==> config.mk <==
export PLATFORM = sky130hd
export DESIGN_NAME = crc16fc_step
export DESIGN_NICKNAME = d
export VERILOG_FILES = /design/src/rtl/crc16fc_pkg.sv /design/src/rtl/crc16fc_step.sv
export SDC_FILE = /design/constraint.sdc
export NUM_CORES = 1
export LEC_CHECK = 0
export BUFFER_PORTS_ARGS = -buffer_cell sky130_fd_sc_hd__buf_2
export CORE_ASPECT_RATIO = 2
export CORE_MARGIN = 2
export CORE_UTILIZATION = 46
export DETAILED_ROUTE_END_ITERATION = 6
export PLACE_DENSITY = 0.78
export SLEW_MARGIN = 20
export SYNTH_ARGS = -nofsm -noshare
export SYNTH_HDL_FRONTEND = slang
export SYNTH_SLANG_ARGS = --single-unit
==> constraint.sdc <==
create_clock -name clock -period 7.5 [get_ports clock]
set_input_delay 1.5 -clock clock [delete_from_list [all_inputs] [get_ports clock]]
set_output_delay 1.5 -clock clock [all_outputs]
set_load 0.01 [all_outputs]
==> src/rtl/crc16fc_pkg.sv <==
`timescale 1ns / 1ps
package crc16fc_pkg;

   localparam logic [7:0]  START_BYTE_RESET = 8'd35;
   localparam logic [15:0] EXP_LEN_RESET    = 16'd113;

   localparam logic        CSR_START_BYTE = 1'b0;
   localparam logic        CSR_EXP_LEN    = 1'b1;

   localparam logic        KIND_PAYLOAD = 1'b0;
   localparam logic        KIND_VERDICT = 1'b1;

   localparam logic [2:0]  ST_OK        = 3'd0;
   localparam logic [2:0]  ST_BAD_START = 3'd1;
   localparam logic [2:0]  ST_BAD_LEN   = 3'd2;
   localparam logic [2:0]  ST_CRC_BAD   = 3'd3;
   localparam logic [2:0]  ST_TRUNCATED = 3'd4;

   localparam int          FIFO_DEPTH = 4;
   localparam int          FIFO_AW    = 2;

   typedef struct packed {
      logic        kind;
      logic [7:0]  payload_byte;
      logic [15:0] byte_index;
      logic [2:0]  status;
      logic [15:0] computed_crc;
      logic [15:0] received_crc;
      logic        last;
   } result_type;

   // CRC-16/XMODEM, one byte, poly 0x1021
   function automatic logic [15:0] crc_byte(input logic [15:0] crc, input logic [7:0] b);
      logic [15:0] c;
      c = {crc[7:0], crc[15:8]};
      c = c ^ {8'h00, b};
      c = c ^ {12'h000, c[7:4]};
      c = c ^ {c[3:0], 12'h000};
      c = c ^ {c[10:0], 5'b00000} & 16'h1fe0;
      return c;
   endfunction

   function automatic result_type verdict(input logic [2:0] st, input logic [15:0] cc,
                                          input logic [15:0] rc, input logic last);
      result_type r;
      r.kind         = KIND_VERDICT;
      r.payload_byte = 8'h00;
      r.byte_index   = 16'h0000;
      r.status       = st;
      r.computed_crc = cc;
      r.received_crc = rc;
      r.last         = last;
      return r;
   endfunction

endpackage

==> src/rtl/crc16fc_step.sv <==
`timescale 1ns / 1ps
module crc16fc_step #(
   parameter int LENGTH_BITS = 16
) (
   input  logic                    clock,
   input  logic                    reset,
   input  logic                    accept,
   input  logic [7:0]              byte_value,
   input  logic                    chunk_start,
   input  logic                    csr_we,
   input  logic                    csr_addr,
   input  logic [15:0]             csr_wdata,
   output logic [1:0]              push_count,
   output crc16fc_pkg::result_type res0,
   output crc16fc_pkg::result_type res1
);
   import crc16fc_pkg::*;

   localparam logic [2:0] PH_IDLE    = 3'd0;
   localparam logic [2:0] PH_LEN_LO  = 3'd1;
   localparam logic [2:0] PH_LEN_HI  = 3'd2;
   localparam logic [2:0] PH_PAYLOAD = 3'd3;
   localparam logic [2:0] PH_CRC_LO  = 3'd4;
   localparam logic [2:0] PH_CRC_HI  = 3'd5;

   localparam logic [15:0] LEN_MASK = 16'((32'h1 << LENGTH_BITS) - 32'h1);

   logic [7:0]  start_byte_ff, start_byte_in;
   logic [15:0] exp_len_ff, exp_len_in;
   logic [2:0]  phase_ff, phase_in;
   logic [15:0] count_ff, count_in;
   logic [15:0] crc_ff, crc_in;
   logic [7:0]  held_ff, held_in;

   logic [15:0] word;
   logic [15:0] crc_next;
   logic [15:0] count_next;
   logic        mid_frame;

   assign word       = {byte_value, held_ff};
   assign crc_next   = crc_byte(crc_ff, byte_value);
   assign count_next = count_ff + 16'd1;
   assign mid_frame  = (phase_ff >= PH_LEN_LO) && (phase_ff <= PH_CRC_HI);

   always_comb begin
      start_byte_in = start_byte_ff;
      exp_len_in    = exp_len_ff;
      if (csr_we) begin
         unique case (csr_addr)
            CSR_START_BYTE: start_byte_in = csr_wdata[7:0];
            CSR_EXP_LEN:    exp_len_in    = csr_wdata;
            default:        ;
         endcase
      end
   end

   always_comb begin
      phase_in   = phase_ff;
      count_in   = count_ff;
      crc_in     = crc_ff;
      held_in    = held_ff;
      res0       = '0;
      res1       = '0;
      push_count = 2'd0;
      if (chunk_start) begin
         count_in = 16'h0000;
         crc_in   = 16'h0000;
         if (mid_frame) begin
            res0       = verdict(ST_TRUNCATED, crc_ff, 16'h0000, 1'b1);
            push_count = 2'd1;
         end
         if (byte_value == start_byte_ff) begin
            phase_in = PH_LEN_LO;
         end else begin
            phase_in = PH_IDLE;
            if (mid_frame) begin
               res0.last  = 1'b0;
               res1       = verdict(ST_BAD_START, 16'h0000, 16'h0000, 1'b1);
               push_count = 2'd2;
            end else begin
               res0       = verdict(ST_BAD_START, 16'h0000, 16'h0000, 1'b1);
               push_count = 2'd1;
            end
         end
      end else begin
         unique case (phase_ff)
            PH_LEN_LO: begin
               held_in  = byte_value;
               phase_in = PH_LEN_HI;
            end
            PH_LEN_HI: begin
               if ((word != exp_len_ff) || ((word & ~LEN_MASK) != 16'h0000)) begin
                  phase_in   = PH_IDLE;
                  res0       = verdict(ST_BAD_LEN, 16'h0000, 16'h0000, 1'b1);
                  push_count = 2'd1;
               end else begin
                  count_in = 16'h0000;
                  crc_in   = 16'h0000;
                  phase_in = (word == 16'h0000) ? PH_CRC_LO : PH_PAYLOAD;
               end
            end
            PH_PAYLOAD: begin
               crc_in            = crc_next;
               count_in          = count_next;
               res0.kind         = KIND_PAYLOAD;
               res0.payload_byte = byte_value;
               res0.byte_index   = count_ff;
               res0.status       = ST_OK;
               res0.computed_crc = crc_next;
               res0.received_crc = 16'h0000;
               res0.last         = 1'b1;
               push_count        = 2'd1;
               if ((count_next == exp_len_ff) || (count_next == 16'h0000)) begin
                  phase_in = PH_CRC_LO;
               end
            end
            PH_CRC_LO: begin
               held_in  = byte_value;
               phase_in = PH_CRC_HI;
            end
            PH_CRC_HI: begin
               res0       = verdict((word == crc_ff) ? ST_OK : ST_CRC_BAD, crc_ff, word, 1'b1);
               push_count = 2'd1;
               phase_in   = PH_IDLE;
            end
            default: phase_in = PH_IDLE;
         endcase
      end
   end

   always_ff @(posedge clock) begin
      if (reset) begin
         start_byte_ff <= START_BYTE_RESET;
         exp_len_ff    <= EXP_LEN_RESET;
         phase_ff      <= PH_IDLE;
         count_ff      <= 16'h0000;
         crc_ff        <= 16'h0000;
         held_ff       <= 8'h00;
      end else begin
         start_byte_ff <= start_byte_in;
         exp_len_ff    <= exp_len_in;
         if (accept) begin
            phase_ff <= phase_in;
            count_ff <= count_in;
            crc_ff   <= crc_in;
            held_ff  <= held_in;
         end
      end
   end

endmodule

==> results of run 1 <==
==> final cells by class <==
| cell class | count | area, um^2 |
|---|---|---|
| inverters | 6 | 22.5 |
| multi-input cells | 556 | 3370 |
| clock inverters | 6 | 50.0 |
| repair buffers | 99 | 505 |
| fillers | 1126 | 5510 |
| flip-flops and latches | 67 | 1340 |
| well taps | 142 | 178 |
| clock buffers | 10 | 239 |
==> cells by family (layout without fill, tap and decap cells) <==
group	Yosys count	count (layout)	synth area share, %
simple gates	281	281	27.6
xor+xnor	84	84	14.3
fa+ha+maj	5	5	1.20
other cells	1	58	0.0719
mux	15	15	2.88
compound gates	113	113	14.5
buf+inv	119	121	13.7
flops	67	67	25.7
==> how the worst min path moves through the flow <==
stage                       end  cells after the start        startpoint
2_1_floorplan  start_byte_ff[2]                      2  start_byte_ff[2]
3_3_place_gp   start_byte_ff[7]                      2  start_byte_ff[7]
3_5_place_dp   start_byte_ff[3]                      2  start_byte_ff[3]
4_1_cts        start_byte_ff[2]                      2  start_byte_ff[2]
5_1_grt        start_byte_ff[2]                      2  start_byte_ff[2]
6_report       start_byte_ff[2]                      2  start_byte_ff[2]
==> cell usage after synthesis, drive strengths merged, types with 15 or more instances <==
master,count,area share [%]
and2,45,5.4
nor2,70,5.1
nand2,75,5.5
xnor2,63,11
clkbuf,32,2.3
dfxtp,67,26
buf,81,11
o21ai,16,1.5
mux2i,15,2.9
a21oi,47,4.5
xor2,21,3.5
==> metrics by stage <==
stage               power (uW)  utilization (%)  area [um^2]  hold WS (ps)
global placement           490             48.3         5420           465
finish                     890             50.9         5710           488
global route               919             50.9         5710           503
CTS                        894             50.9         5710           483
floorplan                  486                -         5430           449
detailed placement         492             48.3         5420           466
==> registers in the layout, summed over array words and instances, names as in the netlist <==
name,flops
count_ff,16
crc_ff,16
exp_len_ff,16
held_ff,8
start_byte_ff,8
phase_ff,3
==> placed cells by master, fill, tap and decap left out, types with 11 or more instances in the layout <==
| master | synthesis | layout |
|---|---|---|
| xnor2_1 | 62 | 62 |
| conb_1 | 1 | 58 |
| xor2_1 | 21 | 21 |
| mux2i_1 | 15 | 15 |
| dfxtp_1 | 67 | 67 |
| a21oi_1 | 47 | 47 |
| nor2_1 | 69 | 69 |
| nand2_1 | 74 | 74 |
| and2_1 | 45 | 45 |
| buf_2 | 14 | 95 |
| nand4_1 | 11 | 11 |
| a22oi_1 | 11 | 11 |
==> where the power goes <==
part | switching [uW] | total (uW) | internal (uW)
sequential | 13.1 | 377 | 364
combinational | 68.9 | 109 | 39.9
clock | 169 | 404 | 235
==> layer usage <==
layer / up-vias / part of all wire (%) / wire length [um] / track usage [%]
li1: 2295 / - / - / -
met1: 2295 / 35 / 5250 / 24.8
met2: 250 / 53 / 7930 / 45.2
met3: 53 / 6.0 / 896 / 4.73
met4: 0 / 5.9 / 885 / 15.3
met5: - / 0 / 0 / 0
==> tightest hold or removal path, cell delays in order, from the launching register on <==
cell and delay [ps]:
dfxtp_1 330, nand2_1 60, a21oi_1 50
==> impl_metrics.env, run 1 <==
export IMPL_synth_cell_types=60
export IMPL_relSlewSlack_pct=38.4
export IMPL_critical_path_arrival_ps=3210
export IMPL_die_x_um=79.3
export IMPL_worstReg2RegStart="count_ff[0]"
export IMPL_core_area_um2=11200
export IMPL_dieHeight_um=155
export IMPL_setup_tns_ps=0
export IMPL_leakage_uw=0.00253
export IMPL_stdcell_count=886
export IMPL_holdCritPathClass="register to register"
export IMPL_path_max_fanout=7
export IMPL_crit_cells=7
export IMPL_synthFlopType="dfxtp_1"
export IMPL_yosys_warnings=0
export IMPL_path_clk_slew_ps=60
export IMPL_worst_path_most_repeated_cell="buf_2"
export IMPL_outcome="complete, no violations"
export IMPL_cp_start_kind="input pin"
export IMPL_yosys_register_bits=67
export IMPL_fin_crit_sh_pct=62.8
export IMPL_grt_pass1_wl_um=23500
export IMPL_num_vias=4893
export IMPL_via_per_inst=5.52
export IMPL_cts_buffer_depth=2
export IMPL_clock_sinks=67
export IMPL_antenna_found_initial=0
export IMPL_rr_endpoint="phase_ff[1]"
export IMPL_die_area_um2=12300
export IMPL_period_needed_ps=4710
export IMPL_final_layout_size_suffix_gt1_share_pct=17.9
export IMPL_irDropWorstVdd_v=0.000157
export IMPL_synth_edf_count=0
export IMPL_setup_ws_ps=2790
export IMPL_io_pins=154
export IMPL_wl_um=15000
export IMPL_syn_inst=685
export IMPL_cts_hold_fix_buffers=0
export IMPL_skew_ps=10.7
export IMPL_fmax_mhz=212
export IMPL_worst_pin_slew_ps=924
export IMPL_rsz0062_at_grt="false"
export IMPL_hold_viol=0
export IMPL_rows=55
export IMPL_htreeDepth=3
export IMPL_drt_iter0_markers=378
export IMPL_async_reset_ff_share_pct=0
export IMPL_dr_pass1_iters=5
export IMPL_gp_congestion=0.948
export IMPL_p_per_area_nw_per_um2=156
export IMPL_overflow=0
export IMPL_grt_pass1_vias=4622
export IMPL_cpLargestDelayFamily="simple AND/OR/NAND/NOR gates"
export IMPL_nets=774
export IMPL_wire_per_inst_um=16.9
export IMPL_cts_made_buffers=9
export IMPL_cpPeakStageDelay_ps=530
export IMPL_critPathKind="input pin to primary output"
export IMPL_grt_max_degree=69
export IMPL_initial_core_util_pct=46.5
export IMPL_hpwl_um=11200
export IMPL_ant_nets=0
export IMPL_syn_cell_area_um2=5220
export IMPL_crit_chain="buf_2, xnor2_1, nand2_1, nor4_1, a31o_2, a21boi_0, buf_2"
export IMPL_area_growth_pct=9.45
export IMPL_remaining_drc_errors=0
export IMPL_crit_end="res0[34]"
export IMPL_postCtsSetupBuffers=0
export IMPL_syn_mean_instance_area_um2=7.61
export IMPL_cts_tree="built"
export IMPL_worstPathRequired_ps=6000
export IMPL_io_buffers=95
export IMPL_crit_buf_inv=2
export IMPL_max_cap_violations=0
export IMPL_cp_startpoint="byte_value[4]"
export IMPL_grt_usage_pct=24.7
export IMPL_yosysSeqAreaShare_pct=25.7
export IMPL_dp_cells=870
export IMPL_cts_resized=0
export IMPL_end_kind="primary output"
export IMPL_drv_slew=0
export IMPL_final_setup_viol_count=0
export IMPL_reg2regPathDepth=9
export IMPL_antennaDiodeCount=0
export IMPL_root_buffer="clkbuf_16"
export IMPL_dp_slack_ps=2890
export IMPL_clk_latency_ps=340
export IMPL_cpMaxStageDelayCell="nor4_1"
export IMPL_rrSetupSlack_ps=4080
Power figures use the tool's default switching activity.
==> inputs of run 2 (changes only) <==
Settings changed: PLACE_DENSITY 0.78 to 0.81.
Clock period 7.5 ns to 3.9 ns, I/O delays scaled along.
==> impl_metrics.env, run 2 (synthesized netlist as in run 1, its figures left out) <==
export IMPL_hp_start="start_byte_ff[3]"
export IMPL_core_area_um2=11200
export IMPL_grt_max_degree=40
export IMPL_die_area_um2=12300
export IMPL_stdcell_count=889
export IMPL_period_needed_ps=3310
export IMPL_cts_hold_fix_buffers=0
export IMPL_num_vias=4923
export IMPL_cts_resized=0
export IMPL_cts_tree="built"
export IMPL_reg_largest_list="count_ff: 16 flops, crc_ff: 16 flops, exp_len_ff: 16 flops"
export IMPL_gp_congestion=0.958
export IMPL_fin_util_pct=51.6
export IMPL_worstReg2RegStart="count_ff[0]"
export IMPL_worstPathRequired_ps=3120
export IMPL_max_cap_violations=0
export IMPL_wl_um=14900
export IMPL_rrSetupSlack_ps=780
export IMPL_fin_crit_sh_pct=84.8
export IMPL_cts_buffer_depth=2
export IMPL_dieHeight_um=155
export IMPL_critPathKind="register to primary output"
export IMPL_htreeDepth=3
export IMPL_holdCritPathClass="register to register"
export IMPL_rows=55
export IMPL_antennaDiodeCount=0
export IMPL_nFillCells=1084
export IMPL_overflow=0
export IMPL_ant_nets=0
export IMPL_critical_path_arrival_ps=2530
export IMPL_grt_usage_pct=24.6
export IMPL_cts_made_buffers=9
export IMPL_path_clk_slew_ps=60
export IMPL_postCtsSetupBuffers=0
export IMPL_dp_cells=873
export IMPL_final_layout_size_suffix_gt1_share_pct=18.2
export IMPL_hold_viol=0
export IMPL_fmax_mhz=302
export IMPL_drt_iter0_markers=374
export IMPL_root_buffer="clkbuf_16"
export IMPL_grt_pass1_wl_um=23400
export IMPL_rr_endpoint="phase_ff[1]"
export IMPL_reg2regPathDepth=9
export IMPL_hpwl_um=11300
export IMPL_skew_ps=4.80
export IMPL_io_pins=154
export IMPL_cp_start_kind="register"
export IMPL_hold_end="start_byte_ff[3]"
export IMPL_area_growth_pct=11.1
export IMPL_via_per_inst=5.54
export IMPL_final_area_um2=5790
export IMPL_path_max_fanout=29
export IMPL_p_per_area_nw_per_um2=327
export IMPL_dr_pass1_iters=5
export IMPL_dpl_instance_area_um2=5440
export IMPL_relSlewSlack_pct=45.3
export IMPL_clk_latency_ps=340
export IMPL_irDropWorstVdd_v=0.000305
export IMPL_wire_per_inst_um=16.8
export IMPL_remaining_drc_errors=0
export IMPL_io_buffers=95
export IMPL_hold_depth=2
export IMPL_die_x_um=79.3
export IMPL_clock_sinks=67
export IMPL_outcome="complete, no violations"
export IMPL_rsz0062_at_grt="false"
export IMPL_drv_slew=0
export IMPL_layout_common_cells="buf_2 (95), nand2_1 (74), nor2_1 (69)"
export IMPL_initial_core_util_pct=46.5
export IMPL_leakage_uw=0.00257
export IMPL_grt_pass1_vias=4664
export IMPL_worst_pin_slew_ps=818
export IMPL_final_setup_viol_count=0
export IMPL_nets=777
export IMPL_setup_tns_ps=0
export IMPL_final_common_cell="buf_2"
export IMPL_end_kind="primary output"
export IMPL_antenna_found_initial=0
-- run 2: cell types whose count changed in the layout (fill, tap and decap cells not counted) --
cell	delta
clkinv_4	-3
clkinvlp_4	-1
clkinv_2	+1
bufinv_16	+3
buf_4	+3
-- run 2: critical path, stage by stage, from the launching register on --
cell	delay (ps)
dfxtp_1	420
inv_1	120
nor2_1	320
nand2_1	370
nor2_1	280
buf_4	310
and2_1	210
buf_2	150
-- run 2: final cells by class --
| type | instances | area, um^2 | area share (%) |
|---|---|---|---|
| multi-input cells | 556 | 3370 | 58.2 |
| inverters | 6 | 22.5 | 0.389 |
| flip-flops and latches | 67 | 1340 | 23.2 |
| clock inverters | 6 | 111 | 1.92 |
| well taps | 142 | 178 | 3.07 |
| clock buffers | 10 | 239 | 4.13 |
| repair buffers | 102 | 528 | 9.12 |
-- run 2: worst max path at each step --
stage	cells after the start	end	start
global route	7	res0[57]	phase_ff[1]
finish	7	res0[56]	phase_ff[1]
CTS	7	res0[58]	phase_ff[1]
floorplan	7	res0[0]	byte_value[2]
global placement	7	res0[34]	byte_value[6]
detailed placement	7	res0[33]	byte_value[6]
-- run 2: through the flow --
| stage | worst slack, ps | total power, uW | hold WS (ps) |
|---|---|---|---|
| floorplan | 922 | 934 | 449 |
| detailed placement | 684 | 946 | 463 |
| finish | 594 | 1890 | 470 |
| CTS | 640 | 1900 | 470 |
| global route | 395 | 1950 | 494 |
| global placement | 710 | 942 | 464 |
-- run 2: where the power goes --
part | leakage, uW | total (uW) | internal, uW | switching (uW)
Sequential | 0.000544 | 726 | 700 | 26.2
Clock | 0.000169 | 956 | 643 | 313
Combinational | 0.00186 | 210 | 76.8 | 133
-- run 2: layer usage --
| metal | global-route usage, % | wire (um) | up-vias |
|---|---|---|---|
| met4 | 18.5 | 1110 | 0 |
| met3 | 4.49 | 986 | 68 |
| met2 | 43.6 | 7730 | 271 |
| met5 | 0 | 0 | - |
| met1 | 24.8 | 5110 | 2288 |
| li1 | - | - | 2296 |
